===== config.mk =====
export PLATFORM = sky130hd
export DESIGN_NAME = dhcp_reply_parser
export DESIGN_NICKNAME = d
export VERILOG_FILES = /design/src/rtl/drp_pkg.sv /design/src/rtl/dhcp_reply_parser.sv
export SDC_FILE = /design/constraint.sdc
export NUM_CORES = 1
export LEC_CHECK = 0
export BUFFER_PORTS_ARGS = -buffer_cell sky130_fd_sc_hd__buf_4
export CORE_MARGIN = 8
export CORE_UTILIZATION = 53
export DETAILED_ROUTE_END_ITERATION = 6
export PLACE_DENSITY = 0.8
export SYNTH_ARGS = -nofsm -noshare
export SYNTH_HDL_FRONTEND = slang
export SYNTH_SLANG_ARGS = --single-unit

===== constraint.sdc =====
create_clock -name clock -period 6.6 [get_ports clock]
set_input_delay 1.32 -clock clock [delete_from_list [all_inputs] [get_ports clock]]
set_output_delay 1.32 -clock clock [all_outputs]
set_load 0.05 [all_outputs]

===== src/rtl/drp_pkg.sv =====
// ----------------------------------------------------------------------------
// DHCP reply parser package
// Payload structs, status codes, option codes and header layout constants.
// ----------------------------------------------------------------------------
package drp_pkg;

   localparam int OFFSET_LIMIT = 2047;
   localparam int OFFSET_W     = $clog2(OFFSET_LIMIT + 1);

   typedef logic [OFFSET_W-1:0] offset_type;

   // Fixed header layout, in byte positions from the start of the payload.
   localparam int HDR_LEN       = 240;
   localparam int POS_OP        = 0;
   localparam int POS_XID_FIRST = 4;
   localparam int POS_XID_LAST  = 7;
   localparam int POS_YI_FIRST  = 16;
   localparam int POS_YI_LAST   = 19;
   localparam int POS_HW_FIRST  = 28;
   localparam int POS_HW_LAST   = 33;
   localparam int POS_CK_FIRST  = 236;
   localparam int POS_CK_LAST   = 239;

   localparam logic [31:0] MAGIC_COOKIE = 32'h6382_5363;
   localparam logic [31:0] XID_RESET    = 32'h5041_4b4f;
   localparam logic [7:0]  OP_REPLY     = 8'd2;

   localparam logic [7:0] OPT_PAD     = 8'h00;
   localparam logic [7:0] OPT_END     = 8'hff;
   localparam logic [7:0] OPT_MASK    = 8'd1;
   localparam logic [7:0] OPT_ROUTER  = 8'd3;
   localparam logic [7:0] OPT_LEASE   = 8'd51;
   localparam logic [7:0] OPT_MSGTYPE = 8'd53;
   localparam logic [7:0] OPT_SERVER  = 8'd54;

   // Option walk states.
   localparam logic [1:0] PH_CODE = 2'd0;
   localparam logic [1:0] PH_LEN  = 2'd1;
   localparam logic [1:0] PH_DATA = 2'd2;

   localparam logic [2:0] STATUS_OK         = 3'd0;
   localparam logic [2:0] STATUS_NOT_REPLY  = 3'd1;
   localparam logic [2:0] STATUS_XID        = 3'd2;
   localparam logic [2:0] STATUS_HW_ADDR    = 3'd3;
   localparam logic [2:0] STATUS_COOKIE     = 3'd4;
   localparam logic [2:0] STATUS_NO_MSGTYPE = 3'd5;
   localparam logic [2:0] STATUS_TRUNCATED  = 3'd6;

   localparam logic CSR_CLIENT_MAC = 1'b0;
   localparam logic CSR_XID        = 1'b1;

   typedef struct packed {
      logic [7:0] data_byte;
      logic       last_byte;
   } req_type;

   typedef struct packed {
      logic [2:0]  status;
      logic [7:0]  msg_type;
      logic [31:0] offered_addr;
      logic [31:0] router_addr;
      logic [31:0] subnet_mask;
      logic [31:0] server_addr;
      logic [31:0] lease_seconds;
   } rsp_type;

endpackage


===== src/rtl/dhcp_reply_parser.sv =====
// ----------------------------------------------------------------------------
// DHCP reply parser
// Checks the fixed header of a DHCP reply byte by byte, walks the option
// list and reports a status with the captured lease parameters.
// ----------------------------------------------------------------------------
//   channel   direction   handshake              payload
//   req_      in          req_valid/req_ready    data_byte, last_byte
//   rsp_      out         rsp_valid/rsp_ready    status and captured values
//   csr_      in          csr_write              csr_index, csr_wdata (48 bits)
//
// One byte per cycle is accepted. Each request is registered in the input
// register and processed from there; a last byte's response is registered
// in the output register. A last byte waits in the input register while an
// earlier response is not taken; other bytes never stall. Reset is synchronous
// and restores the register defaults and clears all captured values.
// ----------------------------------------------------------------------------
module dhcp_reply_parser (
   input  logic              clock,
   input  logic              reset,
   input  logic              req_valid,
   output logic              req_ready,
   input  drp_pkg::req_type  req_data,
   output logic              rsp_valid,
   input  logic              rsp_ready,
   output drp_pkg::rsp_type  rsp_data,
   input  logic              csr_write,
   input  logic              csr_index,
   input  logic [47:0]       csr_wdata
);

   logic              in_valid_ff;
   drp_pkg::req_type  in_data_ff;
   logic              in_advance;

   logic [47:0] mac_ff;
   logic [31:0] xid_ff;

   drp_pkg::offset_type offset_ff, offset_in;
   logic [2:0]  hdr_status_ff, hdr_status_in;
   logic [1:0]  phase_ff, phase_in;
   logic [7:0]  code_ff, code_in;
   logic [7:0]  length_ff, length_in;
   logic [7:0]  count_ff, count_in;
   logic [31:0] capture_ff, capture_in;
   logic        end_seen_ff, end_seen_in;
   logic [7:0]  msg_type_ff, msg_type_in;
   logic [31:0] offer_ff, offer_in;
   logic [31:0] router_ff, router_in;
   logic [31:0] mask_ff, mask_in;
   logic [31:0] server_ff, server_in;
   logic [31:0] lease_ff, lease_in;

   logic              rsp_valid_ff;
   drp_pkg::rsp_type  rsp_data_ff, rsp_data_in;

   logic [7:0]  b;
   logic [7:0]  xid_byte, mac_byte, cookie_byte;
   logic [2:0]  fail;
   logic [7:0]  count_next;

   // A non-final byte produces no response, so it never waits on the output.
   assign in_advance = in_valid_ff && (!in_data_ff.last_byte || !rsp_valid_ff || rsp_ready);
   assign req_ready  = !in_valid_ff || in_advance;
   assign rsp_valid  = rsp_valid_ff;
   assign rsp_data   = rsp_data_ff;
   assign b          = in_data_ff.data_byte;

   always_comb begin
      unique case (offset_ff[1:0])
         2'd0: xid_byte = xid_ff[31:24];
         2'd1: xid_byte = xid_ff[23:16];
         2'd2: xid_byte = xid_ff[15:8];
         2'd3: xid_byte = xid_ff[7:0];
      endcase
      unique case (offset_ff[1:0])
         2'd0: cookie_byte = drp_pkg::MAGIC_COOKIE[31:24];
         2'd1: cookie_byte = drp_pkg::MAGIC_COOKIE[23:16];
         2'd2: cookie_byte = drp_pkg::MAGIC_COOKIE[15:8];
         2'd3: cookie_byte = drp_pkg::MAGIC_COOKIE[7:0];
      endcase
      unique case (offset_ff[5:0])
         6'd28:   mac_byte = mac_ff[47:40];
         6'd29:   mac_byte = mac_ff[39:32];
         6'd30:   mac_byte = mac_ff[31:24];
         6'd31:   mac_byte = mac_ff[23:16];
         6'd32:   mac_byte = mac_ff[15:8];
         default: mac_byte = mac_ff[7:0];
      endcase
   end

   always_comb begin
      offset_in     = offset_ff;
      hdr_status_in = hdr_status_ff;
      phase_in      = phase_ff;
      code_in       = code_ff;
      length_in     = length_ff;
      count_in      = count_ff;
      capture_in    = capture_ff;
      end_seen_in   = end_seen_ff;
      msg_type_in   = msg_type_ff;
      offer_in      = offer_ff;
      router_in     = router_ff;
      mask_in       = mask_ff;
      server_in     = server_ff;
      lease_in      = lease_ff;
      rsp_data_in   = rsp_data_ff;
      fail          = drp_pkg::STATUS_OK;
      count_next    = count_ff + 8'd1;

      if (in_advance) begin
         if (offset_ff < drp_pkg::offset_type'(drp_pkg::HDR_LEN)) begin
            priority if (offset_ff == drp_pkg::offset_type'(drp_pkg::POS_OP)) begin
               if (b != drp_pkg::OP_REPLY) fail = drp_pkg::STATUS_NOT_REPLY;
            end else if (offset_ff >= drp_pkg::offset_type'(drp_pkg::POS_XID_FIRST) &&
                         offset_ff <= drp_pkg::offset_type'(drp_pkg::POS_XID_LAST)) begin
               if (b != xid_byte) fail = drp_pkg::STATUS_XID;
            end else if (offset_ff >= drp_pkg::offset_type'(drp_pkg::POS_YI_FIRST) &&
                         offset_ff <= drp_pkg::offset_type'(drp_pkg::POS_YI_LAST)) begin
               capture_in = {capture_ff[23:0], b};
            end else if (offset_ff >= drp_pkg::offset_type'(drp_pkg::POS_HW_FIRST) &&
                         offset_ff <= drp_pkg::offset_type'(drp_pkg::POS_HW_LAST)) begin
               if (b != mac_byte) fail = drp_pkg::STATUS_HW_ADDR;
            end else if (offset_ff >= drp_pkg::offset_type'(drp_pkg::POS_CK_FIRST)) begin
               if (b != cookie_byte) fail = drp_pkg::STATUS_COOKIE;
            end
            // Only the first failing check is reported.
            if (hdr_status_ff == drp_pkg::STATUS_OK) hdr_status_in = fail;
            if (offset_ff == drp_pkg::offset_type'(drp_pkg::POS_CK_LAST) &&
                hdr_status_in == drp_pkg::STATUS_OK) begin
               offer_in = capture_ff;
            end
         end else if (hdr_status_ff == drp_pkg::STATUS_OK && !end_seen_ff) begin
            unique case (phase_ff)
               drp_pkg::PH_CODE: begin
                  if (b == drp_pkg::OPT_END) begin
                     end_seen_in = 1'b1;
                  end else if (b != drp_pkg::OPT_PAD) begin
                     code_in  = b;
                     phase_in = drp_pkg::PH_LEN;
                  end
               end
               drp_pkg::PH_LEN: begin
                  length_in  = b;
                  count_in   = 8'd0;
                  capture_in = 32'd0;
                  phase_in   = (b == 8'd0) ? drp_pkg::PH_CODE : drp_pkg::PH_DATA;
               end
               drp_pkg::PH_DATA: begin
                  if (count_ff < 8'd4) capture_in = {capture_ff[23:0], b};
                  count_in = count_next;
                  if (count_next == 8'd1 && code_ff == drp_pkg::OPT_MSGTYPE &&
                      length_ff == 8'd1) begin
                     msg_type_in = b;
                  end
                  if (count_next == 8'd4) begin
                     priority if (code_ff == drp_pkg::OPT_ROUTER && length_ff >= 8'd4)
                        router_in = capture_in;
                     else if (code_ff == drp_pkg::OPT_MASK && length_ff == 8'd4)
                        mask_in = capture_in;
                     else if (code_ff == drp_pkg::OPT_SERVER && length_ff == 8'd4)
                        server_in = capture_in;
                     else if (code_ff == drp_pkg::OPT_LEASE && length_ff == 8'd4)
                        lease_in = capture_in;
                  end
                  if (count_next >= length_ff) phase_in = drp_pkg::PH_CODE;
               end
               default: phase_in = drp_pkg::PH_CODE;
            endcase
         end

         if (offset_ff < drp_pkg::offset_type'(drp_pkg::OFFSET_LIMIT))
            offset_in = offset_ff + drp_pkg::offset_type'(1);

         if (in_data_ff.last_byte) begin
            priority if (hdr_status_in != drp_pkg::STATUS_OK)
               rsp_data_in.status = hdr_status_in;
            else if (offset_ff < drp_pkg::offset_type'(drp_pkg::POS_CK_LAST))
               rsp_data_in.status = drp_pkg::STATUS_TRUNCATED;
            else if (!end_seen_in)
               rsp_data_in.status = drp_pkg::STATUS_TRUNCATED;
            else if (msg_type_in == 8'd0)
               rsp_data_in.status = drp_pkg::STATUS_NO_MSGTYPE;
            else
               rsp_data_in.status = drp_pkg::STATUS_OK;
            rsp_data_in.msg_type      = msg_type_in;
            rsp_data_in.offered_addr  = offer_in;
            rsp_data_in.router_addr   = router_in;
            rsp_data_in.subnet_mask   = mask_in;
            rsp_data_in.server_addr   = server_in;
            rsp_data_in.lease_seconds = lease_in;

            // Start the next datagram from a clean walk.
            offset_in     = '0;
            hdr_status_in = drp_pkg::STATUS_OK;
            phase_in      = drp_pkg::PH_CODE;
            code_in       = 8'd0;
            length_in     = 8'd0;
            count_in      = 8'd0;
            capture_in    = 32'd0;
            end_seen_in   = 1'b0;
            msg_type_in   = 8'd0;
         end
      end
   end

   always_ff @(posedge clock) begin
      if (reset) begin
         in_valid_ff   <= 1'b0;
         rsp_valid_ff  <= 1'b0;
         mac_ff        <= 48'd0;
         xid_ff        <= drp_pkg::XID_RESET;
         offset_ff     <= '0;
         hdr_status_ff <= drp_pkg::STATUS_OK;
         phase_ff      <= drp_pkg::PH_CODE;
         code_ff       <= 8'd0;
         length_ff     <= 8'd0;
         count_ff      <= 8'd0;
         capture_ff    <= 32'd0;
         end_seen_ff   <= 1'b0;
         msg_type_ff   <= 8'd0;
         offer_ff      <= 32'd0;
         router_ff     <= 32'd0;
         mask_ff       <= 32'd0;
         server_ff     <= 32'd0;
         lease_ff      <= 32'd0;
      end else begin
         if (req_ready) in_valid_ff <= req_valid;
         if (in_advance && in_data_ff.last_byte) rsp_valid_ff <= 1'b1;
         else if (rsp_ready) rsp_valid_ff <= 1'b0;
         if (csr_write) begin
            unique case (csr_index)
               drp_pkg::CSR_CLIENT_MAC: mac_ff <= csr_wdata;
               drp_pkg::CSR_XID:        xid_ff <= csr_wdata[31:0];
            endcase
         end
         offset_ff     <= offset_in;
         hdr_status_ff <= hdr_status_in;
         phase_ff      <= phase_in;
         code_ff       <= code_in;
         length_ff     <= length_in;
         count_ff      <= count_in;
         capture_ff    <= capture_in;
         end_seen_ff   <= end_seen_in;
         msg_type_ff   <= msg_type_in;
         offer_ff      <= offer_in;
         router_ff     <= router_in;
         mask_ff       <= mask_in;
         server_ff     <= server_in;
         lease_ff      <= lease_in;
      end
   end

   always_ff @(posedge clock) begin
      if (req_ready && req_valid) in_data_ff <= req_data;
      rsp_data_ff <= rsp_data_in;
   end

   // A final byte always leaves a response and a rewound offset behind.
   a_last_gives_rsp: assert property (@(posedge clock) disable iff (reset)
      in_advance && in_data_ff.last_byte |=> rsp_valid_ff && offset_ff == '0)
      else $error("final byte did not produce a response");

   // An ok status is never reported without a message type.
   a_ok_has_type: assert property (@(posedge clock) disable iff (reset)
      rsp_valid_ff && rsp_data_ff.status == drp_pkg::STATUS_OK |-> rsp_data_ff.msg_type != 8'd0)
      else $error("ok status with no message type");

   // Within an option's data the byte count stays below the length.
   a_count_bound: assert property (@(posedge clock) disable iff (reset)
      phase_ff == drp_pkg::PH_DATA |-> count_ff < length_ff)
      else $error("option byte count overran its length");

   // Options are never walked once the header has failed.
   a_fail_no_walk: assert property (@(posedge clock) disable iff (reset)
      hdr_status_ff != drp_pkg::STATUS_OK |-> !end_seen_ff && phase_ff == drp_pkg::PH_CODE)
      else $error("option walk active after header failure");

   // A final byte waiting on an untaken response holds off new requests.
   a_stall: assert property (@(posedge clock) disable iff (reset)
      in_valid_ff && in_data_ff.last_byte && rsp_valid_ff && !rsp_ready |-> !req_ready)
      else $error("request taken while a response stalls");

endmodule


==> results of run 1 <==
-- layout make-up --
type / count / area [sq um] / area share, %
Tap cell: 525 / 657 / 2.63
Sequential cell: 503 / 11900 / 47.5
Clock buffer: 68 / 1410 / 5.65
Clock inverter: 23 / 216 / 0.867
Multi-Input combinational cell: 1599 / 8790 / 35.2
Inverter: 26 / 97.6 / 0.391
Timing Repair Buffer: 256 / 1930 / 7.72
-- per-stage QoR --
| stage | util [%] | setup slack [ns] | area [sq um] |
|---|---|---|---|
| floorplan | - | 0.0928 | 21500 |
| global placement | 58.5 | 2.89 | 23300 |
| detailed placement | 58.5 | 2.79 | 23300 |
| CTS | 62.6 | 2.87 | 25000 |
| global route | 62.6 | 2.54 | 25000 |
| finish | 62.6 | 2.73 | 25000 |
-- final timing paths --
| check | start | endpoint | cells after the start |
|---|---|---|---|
| worst max-delay path | offset_ff[5]$_SDFFE_PP0P_ | server_ff[6]$_SDFFE_PP0P_ | 10 |
| worst min-delay path | server_ff[9]$_SDFFE_PP0P_ | server_ff[9]$_SDFFE_PP0P_ | 2 |
| worst max register to register | offset_ff[5]$_SDFFE_PP0P_ | server_ff[6]$_SDFFE_PP0P_ | 10 |
| worst min register to register | server_ff[9]$_SDFFE_PP0P_ | server_ff[9]$_SDFFE_PP0P_ | 2 |
-- cells by family after synthesis --
logic type                 Yosys count  synth area share [%]
AOI/OAI and AO/OA                  451                  12.1
xor gates and xnor gates            31                  1.26
adders and majority gates           21                  1.22
and+or+nand+nor                    967                  19.0
buffers and inverters              219                  4.29
muxes                              129                  6.95
DFF                                503                  55.2
-- cell usage after synthesis (2+ instances only) --
| cell type | instances |
|---|---|
| mux2_2 | 40 |
| nand3_1 | 46 |
| o2111ai_1 | 2 |
| mux2_4 | 30 |
| nor2b_1 | 10 |
| and3b_1 | 2 |
| and2_1 | 4 |
| clkbuf_1 | 155 |
| a22oi_1 | 40 |
| xnor2_1 | 22 |
| nand2b_1 | 4 |
| and3_1 | 13 |
| edfxtp_1 | 180 |
| a21oi_2 | 2 |
| dfxtp_1 | 323 |
| xor2_1 | 9 |
| nor3b_1 | 6 |
| a31oi_1 | 7 |
| inv_1 | 25 |
| ha_1 | 21 |
| nor4bb_1 | 2 |
| a21o_1 | 4 |
| or3_1 | 5 |
| a222oi_1 | 16 |
| nand4_1 | 28 |
| mux2i_1 | 57 |
| o21ai_0 | 106 |
| buf_1 | 7 |
| o2111a_1 | 8 |
| buf_2 | 22 |
| nor3_1 | 17 |
| mux2_1 | 2 |
| o211ai_1 | 3 |
| buf_12 | 3 |
| a211oi_1 | 4 |
| nor2_1 | 165 |
| nor4_1 | 11 |
| nand2_1 | 624 |
| buf_4 | 4 |
| a21oi_1 | 244 |
| o21a_1 | 4 |
| nand3b_1 | 17 |
-- sequential cells by signal, summed over array words and instances (netlist names) --
| register | cells |
|---|---|
| rsp_valid | 1 |
| in_valid_ff | 1 |
| b | 8 |
| offset_ff | 11 |
| mask_ff | 32 |
| count_ff | 8 |
| msg_type_ff | 8 |
| hdr_status_ff | 3 |
| end_seen_ff | 1 |
| lease_ff | 32 |
| phase_ff | 2 |
| code_ff | 8 |
| server_ff | 32 |
| length_ff | 8 |
| rsp_data | 171 |
| router_ff | 32 |
| in_data_ff | 1 |
| capture_ff | 32 |
| mac_ff | 48 |
| xid_ff | 32 |
| offer_ff | 32 |
-- critical path: cells and delay by family (launching register included) --
family                 cells  cell delay [ns]
AND/OR/NAND/NOR            6             1.68
flip-flops                 1             0.71
buffers and inverters      2             0.69
AO/OA/AOI/OAI              2             0.63
-- routing by layer --
layer  share of wire, %  GRT usage [%]
met3                 11           6.14
met2                 46           37.4
met1                 40           31.2
met5                  0              0
met4                3.3           8.75
-- where the power goes --
part / internal (mW) / switching, mW / leakage, nW
sequential: 3.24 / 0.0356 / 4.61
combinational: 0.0848 / 0.179 / 4.01
clock: 1.62 / 1.20 / 0.784
==> results.json, run 1 <==
{
  "fin_nets": 2520,
  "diodes": 0,
  "cts_tree": "built",
  "post_cts_resize_count": 0,
  "synth-seq-cells": 503,
  "cts-htree-levels": 2,
  "synthTopCellsByArea": "dfxtp_1 30%, edfxtp_1 25%, nand2_1 11%",
  "rsz0062_at_grt": "no",
  "clkLatencyLatePin_ns": 0.59,
  "cp.arrival_ns": 4.37,
  "synth_area_sq_um": 21500,
  "avgViaCountPerCell": 5.83,
  "dr.pass1.iters": 7,
  "slew_violations": 0,
  "core_area_sq_um": 39900,
  "yosysTopAreaCellShare_pct": 30.1,
  "wl_um": 58700,
  "startpoint_type": "flop",
  "drc_errors": 2,
  "synth-edff-count": 180,
  "first_global_vias": 16700,
  "num_vias": 17500,
  "syn_to_final_growth_pct": 16.1,
  "finalSetupTns_ns": 0,
  "synthArstFlopShare_pct": 0,
  "top_level_ports": 236,
  "rows": 73,
  "powerDensity_nw_per_um2": 255,
  "fin_skew_ns": 0.0193,
  "yosysWarnings": 0,
  "die_width_um": 217,
  "fmax_ghz": 0.259,
  "synth_top_cell_by_area": "dfxtp_1",
  "synth-seq-area-share_pct": 55.2,
  "max_stage_delay_ns": 0.71,
  "initial_core_util_pct": 53.9,
  "ant_nets": 0,
  "grt_max_degree": 157,
  "synth_nets": 2405,
  "final_cells": 3000,
  "vdd_drop_max_mv": 0.159,
  "drive_gt1_share_pct": 17.2,
  "cp.required_ns": 7.10,
  "cap_viol_max_count": 0,
  "clkSinkCount": 503,
  "final_cell_mix": "623 x nand2_1, 323 x dfxtp_1, 255 x buf_4",
  "cpMostUsedCell": "buf_4",
  "io_buffers": 235,
  "syn_area_per_cell_sq_um": 9.27,
  "crit_chain": "nand4_1 -> a211oi_4 -> nand3_1 -> nor3_4 -> nand3_2 -> buf_4 -> nor2_2 -> buf_4 -> nand2_1 -> a21oi_1",
  "violations": "design-rule violations",
  "grt_overflow": 0,
  "reg2reg_slack_ns": 2.73,
  "min_period_ns": 3.87,
  "worstPathMaxFanout": 65,
  "dieArea_sq_um": 47300,
  "hold_class": "reg2reg",
  "cts-root-buf": "clkbuf_16",
  "timing.hold.ws_ns": 0.450,
  "cts_made_buffers": 50,
  "max_slew_margin_pct": 23.6,
  "slowest_stage": "dfxtp_1",
  "fillCellCount": 3145,
  "layout_commonest_cell": "nand2_1",
  "finalSetupViolCount": 0,
  "end_kind": "flop",
  "dominantRegCellSynth": "dfxtp_1",
  "track_usage_pct": 23.7,
  "power.total_mw": 6.36,
  "period_share_pct": 58.6,
  "clk_path_buf_depth": 3,
  "dp_hpwl_um": 39200,
  "antenna_found_initial": 0,
  "hold_viol": 0,
  "drt-initial-drc-count": 1926,
  "grt_pass1_wl_um": 91100,
  "die_y_um": 217,
  "clk_pin_slew_worst_paths_ns": 0.06,
  "wl_per_cell_um": 19.6,
  "synthCells": 2321,
  "status": "complete, but fails checks",
  "netlist-cell-type-count": 69,
  "gp_congestion": 0.911,
  "p_leak_nw": 9.40,
  "hold_buffers": 0,
  "dp.cells": 2909,
  "worstMarginPinSlew_ns": 1.14,
  "timing_worst_setup_path_type": "reg2reg",
  "post_cts_buffers": 0
}
No activity file was read; power rests on OpenSTA's default activity.
==> inputs of run 2 (changes only) <==
--- a/config.mk
+++ b/config.mk
@@ -7,9 +7,9 @@
 export LEC_CHECK = 0
 export BUFFER_PORTS_ARGS = -buffer_cell sky130_fd_sc_hd__buf_4
 export CORE_MARGIN = 8
-export CORE_UTILIZATION = 53
+export CORE_UTILIZATION = 59
 export DETAILED_ROUTE_END_ITERATION = 6
-export PLACE_DENSITY = 0.8
+export PLACE_DENSITY = 0.84
 export SYNTH_ARGS = -nofsm -noshare
 export SYNTH_HDL_FRONTEND = slang
 export SYNTH_SLANG_ARGS = --single-unit
==> constraint.sdc (replaced) <==
create_clock -name clock -period 3.9 [get_ports clock]
set_input_delay 0.78 -clock clock [delete_from_list [all_inputs] [get_ports clock]]
set_output_delay 0.78 -clock clock [all_outputs]
set_load 0.05 [all_outputs]
==> results.json, run 2 (same netlist as run 1, synthesis figures left out) <==
{
  "status": "complete, no violations",
  "slowest_stage": "dfxtp_1",
  "slew_violations": 0,
  "worstPathMaxFanout": 66,
  "max_slew_margin_pct": 22.2,
  "track_usage_pct": 26.9,
  "crit_chain": "nand4_1 -> a211oi_4 -> nand3_1 -> nor3_4 -> nand4_1 -> buf_4 -> nor2_4 -> nand2_1 -> a21oi_1",
  "post-place-ws_ns": 0.473,
  "grt_pass1_wl_um": 91000,
  "syn_to_final_growth_pct": 16.4,
  "layout_commonest_cell": "nand2_1",
  "final_cells": 2953,
  "grt_max_degree": 153,
  "clkSinkCount": 503,
  "cts-htree-levels": 2,
  "switchingPower_mw": 2.35,
  "fmax_ghz": 0.281,
  "end_kind": "flop",
  "ant_nets": 0,
  "rsz0062_at_grt": "no",
  "worstMarginPinSlew_ns": 1.17,
  "pwr-share-clk_pct": 44.3,
  "cp.required_ns": 4.39,
  "dp.cells": 2861,
  "gp_congestion": 0.927,
  "num_vias": 17700,
  "grt_overflow": 0,
  "p_leak_nw": 9.48,
  "hold_class": "in2reg",
  "cpMostUsedCell": "nand4_1",
  "powerDensity_nw_per_um2": 430,
  "postLayoutCellArea_sq_um": 25000,
  "antenna_found_initial": 0,
  "intPower_mw": 8.42,
  "period_share_pct": 91.3,
  "die_y_um": 207,
  "swShare_pct": 21.8,
  "post_cts_resize_count": 0,
  "clkLatencyLatePin_ns": 0.58,
  "first_global_vias": 16500,
  "hold_buffers": 0,
  "timing_worst_setup_path_type": "reg2reg",
  "fin_skew_ns": 0.0255,
  "final_cell_mix": "623 x nand2_1, 323 x dfxtp_1, 258 x buf_4",
  "wl_um": 59500,
  "cts-root-buf": "clkbuf_16",
  "fin_nets": 2528,
  "cap_viol_max_count": 0,
  "cts_made_buffers": 49,
  "cp.arrival_ns": 4.05,
  "clk_pin_slew_worst_paths_ns": 0.06,
  "initial_core_util_pct": 59.3,
  "cts_tree": "built",
  "io_buffers": 235,
  "drive_gt1_share_pct": 17.2,
  "dieArea_sq_um": 42800,
  "top_level_ports": 236,
  "vdd_drop_max_mv": 0.373,
  "rows": 70,
  "power.total_mw": 10.8,
  "die_width_um": 207,
  "avgViaCountPerCell": 5.98,
  "min_period_ns": 3.56,
  "wl_per_cell_um": 20.1,
  "dr.pass1.iters": 7,
  "combPwrFrac_pct": 4.2,
  "startpoint_type": "flop",
  "finalSetupViolCount": 0,
  "core_area_sq_um": 36300,
  "finalSetupTns_ns": 0,
  "hold_viol": 0,
  "clk_path_buf_depth": 3,
  "setup_ws_ns": 0.338,
  "postLayoutCoreUtil_pct": 69.1,
  "max_stage_delay_ns": 0.69,
  "dp_hpwl_um": 40300,
  "placedInstanceArea_sq_um": 23400,
  "seq_power_share_pct": 51.5,
  "diodes": 0,
  "drt-initial-drc-count": 2011,
  "timing.hold.ws_ns": 0.389,
  "drc_errors": 0,
  "largest_reg_flops": 171,
  "post_cts_buffers": 0
}
run 2: cell types whose count changed in the layout (fill, tap and decap cells not counted), moves of 2 or more:
cell / previous run / this run
clkbuf_1: 11 / 21
inv_4: 0 / 2
clkinv_1: 4 / 2
clkinv_4: 2 / 0
clkinv_2: 7 / 4
clkbuf_8: 6 / 8
clkinvlp_4: 5 / 0
buf_12: 0 / 6
buf_4: 255 / 258
run 2: cell type report:
| class | instances | area, sq um |
|---|---|---|
| flip-flops and latches | 503 | 11900 |
| fillers | 2694 | 11200 |
| multi-input cells | 1599 | 8790 |
| repair buffers | 265 | 2070 |
| clock buffers | 80 | 1480 |
| well taps | 468 | 586 |
| clock inverters | 12 | 151 |
| inverters | 26 | 97.6 |
run 2: critical path: cells and delay by family (launching register included):
kind                   cells  cell delay [ns]
AOI/OAI and AO/OA          2             0.62
buffers and inverters      1             0.33
DFF                        1             0.69
and+or+nand+nor            6             1.81
run 2: metal layers:
metal  GRT usage (%)  vias to the layer above  wire (um)
met5               0                        -          0
met4            10.1                        0       2100
met3            5.20                      134       6000
met2            43.0                      948      27300
met1            36.0                     8384      24100
li1                -                     8207          -
run 2: path summary, 6_finish.rpt:
check	startpoint	to	slack [ns]	cells past startpoint
worst max register to register	offset_ff[5]$_SDFFE_PP0P_	lease_ff[20]$_SDFFE_PP0P_	0.34	9
worst max-delay path	offset_ff[5]$_SDFFE_PP0P_	lease_ff[20]$_SDFFE_PP0P_	0.34	9
worst min register to register	lease_ff[11]$_SDFFE_PP0P_	lease_ff[11]$_SDFFE_PP0P_	0.45	2
worst min-delay path	req_data[2]	b[1]$_DFFE_PP_	0.39	1
run 2: power by group through the flow:
stage,clock network [mW],registers [mW],logic [mW]
final,4.77,5.55,0.454
after floorplan,0,5.66,0.265
after detailed placement,0,5.66,0.447
after global placement,0,5.66,0.437
after global routing,5.01,5.55,0.489
after CTS,4.82,5.54,0.449
==> inputs of run 3 (changes only) <==
--- a/config.mk
+++ b/config.mk
@@ -7,9 +7,10 @@
 export LEC_CHECK = 0
 export BUFFER_PORTS_ARGS = -buffer_cell sky130_fd_sc_hd__buf_4
 export CORE_MARGIN = 8
-export CORE_UTILIZATION = 59
+export CORE_UTILIZATION = 60
+export CTS_BUF_LIST = sky130_fd_sc_hd__clkbuf_2
 export DETAILED_ROUTE_END_ITERATION = 6
-export PLACE_DENSITY = 0.84
+export PLACE_DENSITY = 0.85
 export SYNTH_ARGS = -nofsm -noshare
 export SYNTH_HDL_FRONTEND = slang
 export SYNTH_SLANG_ARGS = --single-unit
==> results.json, run 3 (same netlist as run 1, synthesis figures left out) <==
{
  "max_slew_margin_pct": 13.2,
  "dr.pass1.iters": 7,
  "slew_violations": 0,
  "largest_reg_flops": 171,
  "initial_core_util_pct": 60.8,
  "fin_skew_ns": 0.108,
  "hold_class": "in2reg",
  "finalSetupViolCount": 0,
  "cts-root-buf": "clkbuf_2",
  "wl_per_cell_um": 19.6,
  "worstPathMaxFanout": 36,
  "final_cell_mix": "623 x nand2_1, 323 x dfxtp_1, 270 x buf_4",
  "cp.arrival_ns": 4.18,
  "violations": "design-rule violations",
  "track_usage_pct": 28.5,
  "crit_buf_inv": 1,
  "end_kind": "flop",
  "grt_pass1_wl_um": 96400,
  "layout_commonest_cell": "nand2_1",
  "crit_chain": "nand4_1 -> a211oi_4 -> nand3_1 -> nor3_4 -> nand3_2 -> buf_4 -> nand2_1 -> o21ai_0",
  "fmax_ghz": 0.294,
  "drc_errors": 7,
  "clk_path_buf_depth": 3,
  "cap_viol_max_count": 0,
  "timing_worst_setup_path_type": "reg2reg",
  "postLayoutCoreUtil_pct": 71.0,
  "core_area_sq_um": 35400,
  "top_layer": "met4",
  "cts_tree": "built",
  "wl_um": 61500,
  "avgViaCountPerCell": 5.90,
  "rows": 69,
  "cts-htree-levels": 3,
  "syn_to_final_growth_pct": 16.9,
  "antenna_found_initial": 2,
  "clkSinkCount": 503,
  "clk_pin_slew_worst_paths_ns": 0.10,
  "rsz0062_at_grt": "no",
  "post_cts_buffers": 0,
  "drive_gt1_share_pct": 20.5,
  "fin_nets": 2665,
  "dieArea_sq_um": 42200,
  "dp_hpwl_um": 40800,
  "slowest_stage": "nand3_2",
  "die_width_um": 205,
  "postLayoutCellArea_sq_um": 25100,
  "grt_max_degree": 147,
  "cpLargestDelayFamily": "simple AND/OR/NAND/NOR gates",
  "timing.hold.ws_ns": 0.106,
  "p_leak_nw": 9.80,
  "wl_met3_um": 7590,
  "cts_made_buffers": 117,
  "wl_met1_um": 23700,
  "period_share_pct": 87.1,
  "die_y_um": 205,
  "max_stage_delay_ns": 0.61,
  "drt-initial-drc-count": 1996,
  "top_level_ports": 236,
  "finalSetupTns_ns": 0,
  "gp_congestion": 0.960,
  "powerDensity_nw_per_um2": 375,
  "setup_ws_ns": 0.502,
  "wl_met2_um": 28000,
  "vdd_drop_max_mv": 0.327,
  "hold_viol": 0,
  "io_buffers": 235,
  "cp.required_ns": 4.68,
  "post-place-ws_ns": 0.572,
  "clkLatencyLatePin_ns": 1.09,
  "worstMarginPinSlew_ns": 1.30,
  "min_period_ns": 3.40,
  "startpoint_type": "flop",
  "ant_nets": 0,
  "status": "complete, but fails checks",
  "placedInstanceArea_sq_um": 23500,
  "first_global_vias": 18000,
  "num_vias": 18600,
  "grt_overflow": 0,
  "fillCellCount": 2533
}
-- run 3: cell count changes in the layout (fill, tap and decap cells not counted), moves of 2 or more --
cell and change:
clkbuf_2 +174, bufinv_16 -2, clkbuf_1 -21, clkinv_4 +2, inv_4 -2, clkbuf_8 -7, buf_4 +12, clkinv_1 +38
dlygate4sd3_1 +58, clkbuf_16 -52
-- run 3: final cells by class --
class / instances / area [sq um] / share of cell area (%)
Sequential cell: 503 / 11900 / 47.2
Multi-Input combinational cell: 1599 / 8780 / 34.9
Timing Repair Buffer: 334 / 2720 / 10.8
Clock buffer: 174 / 871 / 3.46
Tap cell: 461 / 577 / 2.29
Clock inverter: 47 / 220 / 0.876
Inverter: 26 / 97.6 / 0.388
Antenna cell: 1 / 2.50 / 0.00995
-- run 3: worst min-delay path, stage by stage --
cell     delay [ns]
buf_4          0.08
nor2b_1        0.06
nor2_1         0.11
nor2_1         0.05
-- run 3: stage by stage --
step	cells	power [mW]
2_1_floorplan	2321	5.92
3_3_place_gp	2865	6.10
3_5_place_dp	2865	6.11
4_1_cts	3144	9.45
5_1_grt	3145	9.78
6_report	3145	9.43
-- run 3: worst paths after layout --
check | from | endpoint | slack, ns | depth (start not counted)
worst max register to register | offset_ff[4]$_SDFFE_PP0P_ | rsp_data[51]$_DFFE_PP_ | 0.50 | 8
worst min-delay path | rsp_ready | rsp_valid$_SDFFE_PP0P_ | 0.11 | 4
worst min register to register | lease_ff[3]$_SDFFE_PP0P_ | lease_ff[3]$_SDFFE_PP0P_ | 0.46 | 2
worst max-delay path | offset_ff[4]$_SDFFE_PP0P_ | rsp_data[51]$_DFFE_PP_ | 0.50 | 8
-- run 3: per-layer routing --
| layer | vias up | global-route usage, % |
|---|---|---|
| met5 | - | 0 |
| met3 | 189 | 7.81 |
| li1 | 8571 | - |
| met2 | 1201 | 44.6 |
| met1 | 8607 | 36.6 |
| met4 | 0 | 12.7 |
-- run 3: report_power, final --
group	internal (mW)	switching, mW
clock network	1.27	2.10
registers	5.47	0.0585
logic	0.191	0.335
total	6.94	2.49
-- run 3: what timing repair did --
item,4_1_cts,5_1_grt
hold endpoints to repair,90,0
hold buffers,58,0
endpoints found under the setup margin,0,0
resized for setup,0,0
